`src/design/route_block_sequencer_unit_defines.svh`:
```
// Assertion macros shared by the route block sequencer RTL.
`ifndef ROUTE_BLOCK_SEQUENCER_UNIT_DEFINES_SVH
`define ROUTE_BLOCK_SEQUENCER_UNIT_DEFINES_SVH

// Same-cycle implication, clocked on clk, off while arst_n is low.
`define RBS_ASSERT_NOW(label, ante, cons, msg) \
	label: assert property (@(posedge clk) disable iff (!arst_n) (ante) |-> (cons)) \
		else $error(msg);

// Next-cycle implication, clocked on clk, off while arst_n is low.
`define RBS_ASSERT_NEXT(label, ante, cons, msg) \
	label: assert property (@(posedge clk) disable iff (!arst_n) (ante) |=> (cons)) \
		else $error(msg);

`endif

```
`src/design/rbs_pkg.sv`:
```
// Types, codes and constants of the route block sequencer.
package rbs_pkg;

	localparam logic [31:0] EXIT_THRESHOLD = 32'h0000_8000;
	localparam logic [31:0] DEFAULT_DELAY  = 32'd6000;

	localparam logic REQ_START = 1'b1;

	localparam int CFG_IDX_W = 3;
	localparam logic [CFG_IDX_W-1:0] REG_ROUTE_MASK     = 3'd0;
	localparam logic [CFG_IDX_W-1:0] REG_LEVER_PRESENT  = 3'd1;
	localparam logic [CFG_IDX_W-1:0] REG_KEY_PRESENT    = 3'd2;
	localparam logic [CFG_IDX_W-1:0] REG_RELAY_PRESENT  = 3'd3;
	localparam logic [CFG_IDX_W-1:0] REG_ACTIVATE_DELAY = 3'd4;
	localparam logic [CFG_IDX_W-1:0] REG_KEEP_DELAY     = 3'd5;
	localparam logic [CFG_IDX_W-1:0] REG_UNBLOCK_DELAY  = 3'd6;

	typedef enum logic [2:0] {
		ST_IDLE        = 3'd0,
		ST_TRIGGERED   = 3'd1,
		ST_WAITKEY     = 3'd2,
		ST_UNBLOCK     = 3'd3,
		ST_WAITRELEASE = 3'd4
	} seq_state_t;

	typedef struct packed {
		logic [31:0] route_mask;
		logic        lever_present;
		logic        key_present;
		logic        relay_present;
		logic [31:0] activate_delay;
		logic [31:0] keep_delay;
		logic [31:0] unblock_delay;
		logic [31:0] act_keep_sum;
	} cfg_t;

	typedef struct packed {
		logic        req_type;
		logic [31:0] now;
		logic [31:0] switch_states;
		logic        lever_on;
		logic        key_level;
		logic        section_free;
		logic        has_permission;
		logic        wait_for_key;
	} item_t;

	// deadlines for a fresh start, and whether each one already lies behind now
	typedef struct packed {
		logic [31:0] act_sum;
		logic [31:0] deact_sum;
		logic [31:0] unb_sum;
		logic        act_wrap;
		logic        deact_wrap;
		logic        unb_wrap;
	} prep_t;

	typedef struct packed {
		seq_state_t  seq;
		logic [31:0] act_dl;
		logic        act_armed;
		logic [31:0] deact_dl;
		logic        deact_armed;
		logic [31:0] unb_dl;
		logic        unb_armed;
		logic        relay;
	} ctx_t;

	typedef struct packed {
		logic [2:0] ctrl_state;
		logic       relay_level;
		logic       block_cmd;
		logic       set_start_cmd;
		logic       reset_end_cmd;
		logic       route_active;
	} result_t;

endpackage

```
`src/design/rbs_if.sv`:
```
// Item, result and configuration channel interfaces.
interface rbs_item_if;
	logic        valid;
	logic        ready;
	logic        req_type;
	logic [31:0] now;
	logic [31:0] switch_states;
	logic        lever_on;
	logic        key_level;
	logic        section_free;
	logic        has_permission;
	logic        wait_for_key;

	modport source (
		output valid, req_type, now, switch_states, lever_on, key_level,
			section_free, has_permission, wait_for_key,
		input  ready
	);
	modport sink (
		input  valid, req_type, now, switch_states, lever_on, key_level,
			section_free, has_permission, wait_for_key,
		output ready
	);
endinterface

interface rbs_result_if;
	logic       valid;
	logic       ready;
	logic [2:0] ctrl_state;
	logic       relay_level;
	logic       block_cmd;
	logic       set_start_cmd;
	logic       reset_end_cmd;
	logic       route_active;

	modport source (
		output valid, ctrl_state, relay_level, block_cmd, set_start_cmd,
			reset_end_cmd, route_active,
		input  ready
	);
	modport sink (
		input  valid, ctrl_state, relay_level, block_cmd, set_start_cmd,
			reset_end_cmd, route_active,
		output ready
	);
endinterface

interface rbs_cfg_if;
	logic        valid;
	logic        ready;
	logic [2:0]  index;
	logic [31:0] data;

	modport source (output valid, index, data, input ready);
	modport sink (input valid, index, data, output ready);
endinterface

```
`src/design/rbs_core.sv`:
```
// Next-state and result logic for one item of the route block sequencer.
module rbs_core (
	input  rbs_pkg::cfg_t    cfg,
	input  rbs_pkg::item_t   item,
	input  rbs_pkg::prep_t   prep,
	input  rbs_pkg::ctx_t    ctx,
	output rbs_pkg::ctx_t    ctx_next,
	output rbs_pkg::result_t res
);
	import rbs_pkg::*;

	logic is_exit;
	logic route_hit;
	logic act_late;
	logic deact_late;
	logic unb_late;
	logic trig;
	logic unb_new;
	logic act_fire;
	logic deact_fire;
	logic unb_fire;

	assign is_exit    = cfg.route_mask > EXIT_THRESHOLD;
	assign route_hit  = |(~item.switch_states & cfg.route_mask);
	assign act_late   = item.now > ctx.act_dl;
	assign deact_late = item.now > ctx.deact_dl;
	assign unb_late   = item.now > ctx.unb_dl;

	always_comb begin
		ctx_next   = ctx;
		res        = '0;
		trig       = 1'b0;
		unb_new    = 1'b0;
		act_fire   = 1'b0;
		deact_fire = 1'b0;
		unb_fire   = 1'b0;

		if (item.req_type == REQ_START) begin
			if (cfg.key_present && item.wait_for_key) begin
				ctx_next.seq = ST_WAITKEY;
			end else begin
				ctx_next.seq       = ST_UNBLOCK;
				ctx_next.unb_dl    = prep.unb_sum;
				ctx_next.unb_armed = 1'b1;
			end
		end else if (route_hit) begin
			res.route_active = 1'b1;
			unique case (ctx.seq)
				ST_IDLE: begin
					if (cfg.lever_present && item.lever_on && item.section_free &&
						(is_exit == item.has_permission)) begin
						trig                 = 1'b1;
						ctx_next.seq         = ST_TRIGGERED;
						ctx_next.act_dl      = prep.act_sum;
						ctx_next.deact_dl    = prep.deact_sum;
						ctx_next.act_armed   = 1'b1;
						ctx_next.deact_armed = 1'b1;
					end
				end
				ST_WAITKEY: begin
					if (!item.key_level) begin
						unb_new            = 1'b1;
						ctx_next.seq       = ST_UNBLOCK;
						ctx_next.unb_dl    = prep.unb_sum;
						ctx_next.unb_armed = 1'b1;
					end
				end
				ST_WAITRELEASE: begin
					if (!cfg.lever_present || !item.lever_on) begin
						if (cfg.lever_present) begin
							res.set_start_cmd = is_exit;
							res.reset_end_cmd = !is_exit;
						end
						ctx_next.seq = ST_IDLE;
					end
				end
				default: begin
				end
			endcase

			act_fire = ctx_next.act_armed && (trig ? prep.act_wrap : act_late);
			if (act_fire) begin
				if (cfg.relay_present) begin
					ctx_next.relay = 1'b0;
				end
				ctx_next.act_armed = 1'b0;
			end

			deact_fire = ctx_next.deact_armed && (trig ? prep.deact_wrap : deact_late);
			if (deact_fire) begin
				if (cfg.relay_present) begin
					ctx_next.relay = 1'b1;
				end
				ctx_next.deact_armed = 1'b0;
				if (cfg.key_present) begin
					ctx_next.seq = ST_WAITKEY;
				end else begin
					unb_new            = 1'b1;
					ctx_next.seq       = ST_UNBLOCK;
					ctx_next.unb_dl    = prep.unb_sum;
					ctx_next.unb_armed = 1'b1;
				end
			end

			unb_fire = ctx_next.unb_armed && (unb_new ? prep.unb_wrap : unb_late);
			if (unb_fire) begin
				res.block_cmd      = 1'b1;
				ctx_next.seq       = ST_WAITRELEASE;
				ctx_next.unb_armed = 1'b0;
			end
		end

		res.ctrl_state  = ctx_next.seq;
		res.relay_level = ctx_next.relay;
	end

endmodule

```
`src/design/route_block_sequencer_unit.sv`:
```
// Top level of the route block sequencer: config registers, pipeline and state.
// Path: an accepted item is held in the input register, then its result in the result register.
// Throughput: one item per cycle; a waiting result stalls the input once the input register is full.
// Deadline sums and their wrap checks are formed as the item enters the input register.
// Reset: asynchronous, active low; config returns to defaults, sequencer goes idle,
// all deadlines disarmed, relay released. No clearing pass.
`include "route_block_sequencer_unit_defines.svh"

module route_block_sequencer_unit (
	input logic         clk,
	input logic         arst_n,
	rbs_item_if.sink    item,
	rbs_result_if.source result,
	rbs_cfg_if.sink     cfg
);
	import rbs_pkg::*;

	cfg_t    cfg_q;
	ctx_t    ctx_q;
	ctx_t    ctx_next;
	item_t   item_d;
	item_t   item_s1;
	prep_t   prep_d;
	prep_t   prep_s1;
	logic    s1_valid_q;
	result_t res_d;
	result_t res_s2;
	logic    out_valid_s2;
	logic    advance;
	logic    item_take;

	// configuration
	assign cfg.ready = 1'b1;

	always_ff @(posedge clk or negedge arst_n) begin
		if (!arst_n) begin
			cfg_q.route_mask     <= '0;
			cfg_q.lever_present  <= 1'b1;
			cfg_q.key_present    <= 1'b0;
			cfg_q.relay_present  <= 1'b1;
			cfg_q.activate_delay <= DEFAULT_DELAY;
			cfg_q.keep_delay     <= DEFAULT_DELAY;
			cfg_q.unblock_delay  <= DEFAULT_DELAY;
			cfg_q.act_keep_sum   <= DEFAULT_DELAY + DEFAULT_DELAY;
		end else if (cfg.valid && cfg.ready) begin
			unique case (cfg.index)
				REG_ROUTE_MASK:    cfg_q.route_mask    <= cfg.data;
				REG_LEVER_PRESENT: cfg_q.lever_present <= cfg.data[0];
				REG_KEY_PRESENT:   cfg_q.key_present   <= cfg.data[0];
				REG_RELAY_PRESENT: cfg_q.relay_present <= cfg.data[0];
				REG_ACTIVATE_DELAY: begin
					cfg_q.activate_delay <= cfg.data;
					cfg_q.act_keep_sum   <= cfg.data + cfg_q.keep_delay;
				end
				REG_KEEP_DELAY: begin
					cfg_q.keep_delay   <= cfg.data;
					cfg_q.act_keep_sum <= cfg_q.activate_delay + cfg.data;
				end
				REG_UNBLOCK_DELAY: cfg_q.unblock_delay <= cfg.data;
				default: begin
				end
			endcase
		end
	end

	// input stage
	assign item_d.req_type       = item.req_type;
	assign item_d.now            = item.now;
	assign item_d.switch_states  = item.switch_states;
	assign item_d.lever_on       = item.lever_on;
	assign item_d.key_level      = item.key_level;
	assign item_d.section_free   = item.section_free;
	assign item_d.has_permission = item.has_permission;
	assign item_d.wait_for_key   = item.wait_for_key;

	assign prep_d.act_sum    = item.now + cfg_q.activate_delay;
	assign prep_d.deact_sum  = item.now + cfg_q.act_keep_sum;
	assign prep_d.unb_sum    = item.now + cfg_q.unblock_delay;
	assign prep_d.act_wrap   = item.now > prep_d.act_sum;
	assign prep_d.deact_wrap = item.now > prep_d.deact_sum;
	assign prep_d.unb_wrap   = item.now > prep_d.unb_sum;

	assign advance    = s1_valid_q && (!out_valid_s2 || result.ready);
	assign item.ready = !s1_valid_q || advance;
	assign item_take  = item.valid && item.ready;

	always_ff @(posedge clk or negedge arst_n) begin
		if (!arst_n) begin
			s1_valid_q <= 1'b0;
		end else begin
			s1_valid_q <= item_take || (s1_valid_q && !advance);
		end
	end

	always_ff @(posedge clk) begin
		if (item_take) begin
			item_s1 <= item_d;
			prep_s1 <= prep_d;
		end
	end

	rbs_core u_core (
		.cfg      (cfg_q),
		.item     (item_s1),
		.prep     (prep_s1),
		.ctx      (ctx_q),
		.ctx_next (ctx_next),
		.res      (res_d)
	);

	// sequencer state
	always_ff @(posedge clk or negedge arst_n) begin
		if (!arst_n) begin
			ctx_q.seq         <= ST_IDLE;
			ctx_q.act_dl      <= '0;
			ctx_q.act_armed   <= 1'b0;
			ctx_q.deact_dl    <= '0;
			ctx_q.deact_armed <= 1'b0;
			ctx_q.unb_dl      <= '0;
			ctx_q.unb_armed   <= 1'b0;
			ctx_q.relay       <= 1'b1;
		end else if (advance) begin
			ctx_q <= ctx_next;
		end
	end

	// result register
	always_ff @(posedge clk or negedge arst_n) begin
		if (!arst_n) begin
			out_valid_s2 <= 1'b0;
		end else if (advance) begin
			out_valid_s2 <= 1'b1;
		end else if (result.ready) begin
			out_valid_s2 <= 1'b0;
		end
	end

	always_ff @(posedge clk) begin
		if (advance) begin
			res_s2 <= res_d;
		end
	end

	assign result.valid         = out_valid_s2;
	assign result.ctrl_state    = res_s2.ctrl_state;
	assign result.relay_level   = res_s2.relay_level;
	assign result.block_cmd     = res_s2.block_cmd;
	assign result.set_start_cmd = res_s2.set_start_cmd;
	assign result.reset_end_cmd = res_s2.reset_end_cmd;
	assign result.route_active  = res_s2.route_active;

	`RBS_ASSERT_NOW(a_blk_state, result.valid && result.block_cmd, result.ctrl_state == ST_WAITRELEASE, "block command without wait release")
	`RBS_ASSERT_NOW(a_pulse_route, result.valid && !result.route_active, !result.block_cmd && !result.set_start_cmd && !result.reset_end_cmd, "pulse on inactive route")
	`RBS_ASSERT_NOW(a_unb_armed, ctx_q.seq == ST_UNBLOCK, ctx_q.unb_armed, "unblock pending with no deadline")
	`RBS_ASSERT_NOW(a_trig_armed, ctx_q.seq == ST_TRIGGERED, ctx_q.deact_armed, "triggered with no release deadline")
	`RBS_ASSERT_NEXT(a_s1_hold, s1_valid_q && !advance, s1_valid_q, "stalled item lost")

endmodule

```
`src/flat_wrapper.sv`:
```
// flat-port wrapper written by rule: the top's interface ports become plain ports
module route_block_sequencer_unit_flat import rbs_pkg::*;
  (clk, arst_n, item_valid, item_req_type, item_now, item_switch_states, item_lever_on, item_key_level, item_section_free, item_has_permission, item_wait_for_key, item_ready, result_valid, result_ctrl_state, result_relay_level, result_block_cmd, result_set_start_cmd, result_reset_end_cmd, result_route_active, result_ready, cfg_valid, cfg_index, cfg_data, cfg_ready);
  rbs_item_if item_i ();
  rbs_result_if result_i ();
  rbs_cfg_if cfg_i ();
  input logic clk;
  input logic arst_n;
  input wire logic [$bits(item_i.valid)-1:0] item_valid;
  input wire logic [$bits(item_i.req_type)-1:0] item_req_type;
  input wire logic [$bits(item_i.now)-1:0] item_now;
  input wire logic [$bits(item_i.switch_states)-1:0] item_switch_states;
  input wire logic [$bits(item_i.lever_on)-1:0] item_lever_on;
  input wire logic [$bits(item_i.key_level)-1:0] item_key_level;
  input wire logic [$bits(item_i.section_free)-1:0] item_section_free;
  input wire logic [$bits(item_i.has_permission)-1:0] item_has_permission;
  input wire logic [$bits(item_i.wait_for_key)-1:0] item_wait_for_key;
  output wire logic [$bits(item_i.ready)-1:0] item_ready;
  output wire logic [$bits(result_i.valid)-1:0] result_valid;
  output wire logic [$bits(result_i.ctrl_state)-1:0] result_ctrl_state;
  output wire logic [$bits(result_i.relay_level)-1:0] result_relay_level;
  output wire logic [$bits(result_i.block_cmd)-1:0] result_block_cmd;
  output wire logic [$bits(result_i.set_start_cmd)-1:0] result_set_start_cmd;
  output wire logic [$bits(result_i.reset_end_cmd)-1:0] result_reset_end_cmd;
  output wire logic [$bits(result_i.route_active)-1:0] result_route_active;
  input wire logic [$bits(result_i.ready)-1:0] result_ready;
  input wire logic [$bits(cfg_i.valid)-1:0] cfg_valid;
  input wire logic [$bits(cfg_i.index)-1:0] cfg_index;
  input wire logic [$bits(cfg_i.data)-1:0] cfg_data;
  output wire logic [$bits(cfg_i.ready)-1:0] cfg_ready;
  assign item_i.valid = item_valid;
  assign item_i.req_type = item_req_type;
  assign item_i.now = item_now;
  assign item_i.switch_states = item_switch_states;
  assign item_i.lever_on = item_lever_on;
  assign item_i.key_level = item_key_level;
  assign item_i.section_free = item_section_free;
  assign item_i.has_permission = item_has_permission;
  assign item_i.wait_for_key = item_wait_for_key;
  assign item_ready = item_i.ready;
  assign result_valid = result_i.valid;
  assign result_ctrl_state = result_i.ctrl_state;
  assign result_relay_level = result_i.relay_level;
  assign result_block_cmd = result_i.block_cmd;
  assign result_set_start_cmd = result_i.set_start_cmd;
  assign result_reset_end_cmd = result_i.reset_end_cmd;
  assign result_route_active = result_i.route_active;
  assign result_i.ready = result_ready;
  assign cfg_i.valid = cfg_valid;
  assign cfg_i.index = cfg_index;
  assign cfg_i.data = cfg_data;
  assign cfg_ready = cfg_i.ready;
  route_block_sequencer_unit u_core (.clk(clk), .arst_n(arst_n), .item(item_i), .result(result_i), .cfg(cfg_i));
endmodule
```
`config.mk`:
```
export PLATFORM = sky130hd
export DESIGN_NAME = route_block_sequencer_unit_flat
export DESIGN_NICKNAME = d
export VERILOG_FILES = /design/src/design/rbs_pkg.sv /design/src/design/rbs_if.sv /design/src/design/rbs_core.sv /design/src/design/route_block_sequencer_unit.sv /design/src/flat_wrapper.sv
export VERILOG_INCLUDE_DIRS = /design/src /design/src/design
export SDC_FILE = /design/constraint.sdc
export NUM_CORES = 1
export LEC_CHECK = 0
export CORE_AREA = 3 3 283 285
export DETAILED_ROUTE_END_ITERATION = 10
export DIE_AREA = 0 0 286 288
export DONT_BUFFER_PORTS = 1
export SKIP_LAST_GASP = 1
export SLEW_MARGIN = 20
export SYNTH_ARGS = -nofsm -noshare
export SYNTH_HDL_FRONTEND = slang
export SYNTH_SLANG_ARGS = --single-unit
```
`constraint.sdc`:
```
create_clock -name clk -period 4.6 [get_ports clk]
set_clock_uncertainty 0.2 [all_clocks]
set_input_delay 0 -clock clk [delete_from_list [all_inputs] [get_ports clk]]
set_output_delay 0 -clock clk [all_outputs]
set_load 0.05 [all_outputs]
```
==> insert_results.sql <==
INSERT INTO impl_metrics (metric_group, metric, value, unit) VALUES
('timing', 'post-route-min-period', '4490', 'ps'),
('die', 'core_area', '77600', 'sq um'),
('worst_setup_path', 'cp.arrival', '4670', 'ps'),
('yosys', 'post_synth_inst_count', '2465', ''),
('global_routing', 'antenna_found_initial', '3', ''),
('power_and_ir_drop', 'power.share.switching', '0.358', ''),
('worst_setup_path', 'worstPathMaxFanout', '2', ''),
('layout', 'finalCoreUtilization', '0.430', ''),
('power_and_ir_drop', 'comb_power_share', '0.428', ''),
('global_routing', 'grt_pass1_wl', '119', 'mm'),
('place', 'globalplace.congestion', '0.887', ''),
('clock_tree', 'clockRootBuffer', 'sky130_fd_sc_hd__clkbuf_16', ''),
('routing', 'remaining_drc_errors', '0', ''),
('routing', 'avgViaCountPerCell', '5.18', ''),
('yosys', 'post_synth_mux_area_share', '0.0984', ''),
('worst_setup_path', 'worst_r2r_startpoint', 'u_core.cfg_q[0]$_DFFE_PN0P_', ''),
('timing', 'final_number_of_hold_violating_endpoints', '269', ''),
('routing', 'drt.antenna.violating_nets', '0', ''),
('global_routing', 'grt_usage', '0.186', ''),
('power_and_ir_drop', 'net-switching-power', '6.26', 'mW'),
('worst_setup_path', 'worst_ep_required_time', '4780', 'ps'),
('die', 'start_util', '0.350', ''),
('power_and_ir_drop', 'power-per-cell-area', '524', 'nW/um^2'),
('layout', 'drive_above_1_share', '0.213', ''),
('layout', 'leading_cell_type_in_the_layout_fill_and_taps_excluded', 'sky130_fd_sc_hd__ha_1', ''),
('yosys', 'synthesis.area_per_instance', '11.0', 'sq um'),
('timing', 'timing_max_transition_violations_final', '0', ''),
('power_and_ir_drop', 'power.share.clock', '0.231', ''),
('timing', 'worstMarginPinSlew', '895', 'ps'),
('yosys', 'synth_simple_gate_area_share', '0.0843', ''),
('clock_tree', 'clk_pin_slew_worst_paths', '60', 'ps'),
('worst_setup_path', 'startpoint_type', 'register', ''),
('yosys', 'synth_top_area_share', '0.218', ''),
('clock_tree', 'total_number_of_clock_tree_sinks', '445', ''),
('place', 'post_dp_hpwl', '56.9', 'mm'),
('power_and_ir_drop', 'cell_internal_pwr', '11.2', 'mW'),
('power_and_ir_drop', 'power_leakage', '15.0', 'nW'),
('routing', 'wirelength', '77.4', 'mm'),
('clock_tree', 'cts-root-to-sink-buffers', '3', ''),
('die', 'design.portCount', '121', ''),
('worst_setup_path', 'worst-r2r-setup-slack', '110', 'ps'),
('outcome', 'violations', 'negative hold slack', ''),
('routing', 'detailroute.via_count', '20100', ''),
('timing', 'timing.hold.ws', '-1070', 'ps'),
('worst_hold_path', 'worst_hold_path_type', 'primary input to asynchronous set/reset pin', ''),
('global_routing', 'grt_max_degree', '269', ''),
('layout', 'leading_cell_types_in_the_layout_fill_and_taps_excluded', 'sky130_fd_sc_hd__ha_1 (308), sky130_fd_sc_hd__inv_1 (253), sky130_fd_sc_hd__dfrtp_1 (237)', ''),
('yosys', 'synthAdderAreaFrac', '0.148', ''),
('layout', 'synthToLayoutAreaGrowth', '22.6', '%'),
('layout', 'stdcell_area', '33300', 'sq um'),
('place', 'postPlaceCellArea', '29400', 'sq um'),
('global_routing', 'grt_pass1_vias', '20600', ''),
('flow_run', 'maxCapViolations', '0', ''),
('timing', 'grt_setup_unrepaired', 'true', ''),
('outcome', 'result_of_the_run', 'complete, but fails checks', ''),
('timing', 'setup_tns', '0', 'ps'),
('die', 'floorplan.die.width', '286', 'microns'),
('worst_setup_path', 'ff2ff_path_depth', '21', ''),
('clock_tree', 'later_pin_clock_latency_in_the_skew_report', '620', 'ps'),
('routing', 'drtPass1Iterations', '5', ''),
('die', 'die_height', '288', 'microns'),
('die', 'rows', '102', ''),
('yosys', 'synth_cell_types', '84', ''),
('yosys', 'synth-async-reset-ratio', '0.602', ''),
('timing', 'timing.slew.headroom', '0.403', ''),
('timing', 'max_freq', '223', 'MHz'),
('yosys', 'number_of_register_bits_inferred_by_synthesis', '445', ''),
('routing', 'post_drt_wl_per_cell', '19.9', 'microns'),
('layout', 'final_net_count', '3231', ''),
('yosys', 'synth_fp_nets', '2895', ''),
('die', 'fp.dieArea', '82400', 'sq um');
power groups by stage:
stage / Clock (mW) / Combinational (mW) / Sequential (mW)
detailed placement: 0 / 6.77 / 6.02
finish: 4.03 / 7.48 / 5.96
floorplan: 0 / 4.80 / 5.72
global placement: 0 / 6.53 / 5.97
CTS: 4.12 / 7.18 / 5.95
global route: 4.28 / 8.30 / 6.06
metrics by stage:
| stage | worst slack [ps] | instances |
|---|---|---|
| after floorplan | 16.9 | 2465 |
| after global placement | -400 | 3594 |
| after detailed placement | -497 | 3594 |
| after CTS | 2.47 | 3863 |
| after global routing | -94.6 | 3884 |
| final | 110 | 3886 |
worst max-delay path by stage:
stage | cells past startpoint | slack, ps | to | startpoint
2_1_floorplan | 22 | 20 | u_core.prep_s1[2]$_DFFE_PP_ | u_core.cfg_q[96]$_DFFE_PN0P_
4_1_cts | 24 | 2 | u_core.prep_s1[0]$_DFFE_PP_ | u_core.cfg_q[32]$_DFFE_PN0P_
3_3_place_gp | 23 | -400 | u_core.prep_s1[0]$_DFFE_PP_ | u_core.cfg_q[32]$_DFFE_PN0P_
5_1_grt | 22 | -90 | u_core.prep_s1[2]$_DFFE_PP_ | u_core.cfg_q[96]$_DFFE_PN0P_
3_5_place_dp | 23 | -500 | u_core.prep_s1[0]$_DFFE_PP_ | u_core.cfg_q[32]$_DFFE_PN0P_
6_report | 21 | 110 | u_core.prep_s1[1]$_DFFE_PP_ | u_core.cfg_q[0]$_DFFE_PN0P_
critical path, cell delays in order (launching register included):
cell                       delay, ps
sky130_fd_sc_hd__dfrtp_1         350
sky130_fd_sc_hd__ha_2            190
sky130_fd_sc_hd__inv_2            40
sky130_fd_sc_hd__fa_2            340
sky130_fd_sc_hd__nor2b_2         130
sky130_fd_sc_hd__o31a_1          180
sky130_fd_sc_hd__o211ai_1        100
sky130_fd_sc_hd__buf_4           170
sky130_fd_sc_hd__a211oi_4        250
sky130_fd_sc_hd__buf_6           150
sky130_fd_sc_hd__o31ai_4          60
sky130_fd_sc_hd__o21bai_1        160
sky130_fd_sc_hd__a21oi_2          90
sky130_fd_sc_hd__a21oi_2         220
sky130_fd_sc_hd__a31oi_2         140
sky130_fd_sc_hd__xor2_1          160
sky130_fd_sc_hd__ha_1            330
sky130_fd_sc_hd__nand4_1          80
sky130_fd_sc_hd__or2_4           270
sky130_fd_sc_hd__or3_4           390
sky130_fd_sc_hd__nand3b_1        160
sky130_fd_sc_hd__o21a_1          110
synth_stat cells (7+ instances only):
master and instances:
sky130_fd_sc_hd__a211oi_1 14, sky130_fd_sc_hd__a21o_1 120, sky130_fd_sc_hd__a21oi_1 131, sky130_fd_sc_hd__a31oi_1 13, sky130_fd_sc_hd__and2_1 8, sky130_fd_sc_hd__and3_1 10
sky130_fd_sc_hd__clkbuf_1 32, sky130_fd_sc_hd__dfrtp_1 237, sky130_fd_sc_hd__dfstp_2 31, sky130_fd_sc_hd__edfxtp_1 177, sky130_fd_sc_hd__ha_1 316, sky130_fd_sc_hd__inv_1 254
sky130_fd_sc_hd__mux2_2 198, sky130_fd_sc_hd__mux2_4 29, sky130_fd_sc_hd__nand2_1 145, sky130_fd_sc_hd__nand2b_1 32, sky130_fd_sc_hd__nand3_1 26, sky130_fd_sc_hd__nand3b_1 7
sky130_fd_sc_hd__nand4_1 53, sky130_fd_sc_hd__nor2_1 70, sky130_fd_sc_hd__nor2b_1 28, sky130_fd_sc_hd__nor3_1 32, sky130_fd_sc_hd__nor4_1 15, sky130_fd_sc_hd__o211ai_1 13
sky130_fd_sc_hd__o21a_1 40, sky130_fd_sc_hd__o21ai_0 132, sky130_fd_sc_hd__o21bai_1 20, sky130_fd_sc_hd__o22ai_1 20, sky130_fd_sc_hd__o31ai_1 13, sky130_fd_sc_hd__or2_2 11
sky130_fd_sc_hd__xnor2_1 85, sky130_fd_sc_hd__xor2_1 46
metal layers:
metal | wire length (microns) | track usage | part of all wire
met1 | 36300 | 0.252 | 0.47
met2 | 35700 | 0.311 | 0.46
met3 | 3060 | 0.0222 | 0.040
met4 | 2320 | 0.0573 | 0.030
met5 | 0 | 0 | 0
final cells by class:
class                           instances  area [sq um]
Multi-Input combinational cell       1719         14400
Clock buffer                           64          1340
Antenna cell                            3          7.51
Fill cell                            7257         44300
Inverter                              255           957
Clock inverter                         30           315
Sequential cell                       445         12100
Timing Repair Buffer                  330          2960
Tap cell                             1040          1300
what timing repair did:
item                                    in CTS  in global routing
endpoints found under the setup margin       3                  3
buffers inserted                            13                 18
pin swaps                                   21                 62
hold buffers                               162                  1
endpoints found under the hold margin      650                269
gates resized for setup                     40                 56
flip-flops by register name, indices dropped and copies added (netlist names):
name,cells
u_core.result.valid,1
u_core.ctx_q,103
u_core.item_s1,70
u_core.result.set_start_cmd,1
u_core.result.ctrl_state,3
u_core.s1_valid_q,1
u_core.result.route_active,1
u_core.prep_s1,99
u_core.result.reset_end_cmd,1
u_core.cfg_q,163
u_core.result.relay_level,1
u_core.result.block_cmd,1
logic make-up (layout without fill, tap and decap cells):
| family | Yosys count | after routing |
|---|---|---|
| XOR/XNOR | 131 | 131 |
| AO/OA/AOI/OAI | 584 | 584 |
| flip-flops | 445 | 445 |
| adder cells (fa/ha/maj) | 320 | 320 |
| buffers and inverters | 301 | 679 |
| AND/OR/NAND/NOR | 455 | 455 |
| multiplexers | 228 | 228 |
| other | 1 | 4 |
No activity file was read; power rests on OpenSTA's default activity.
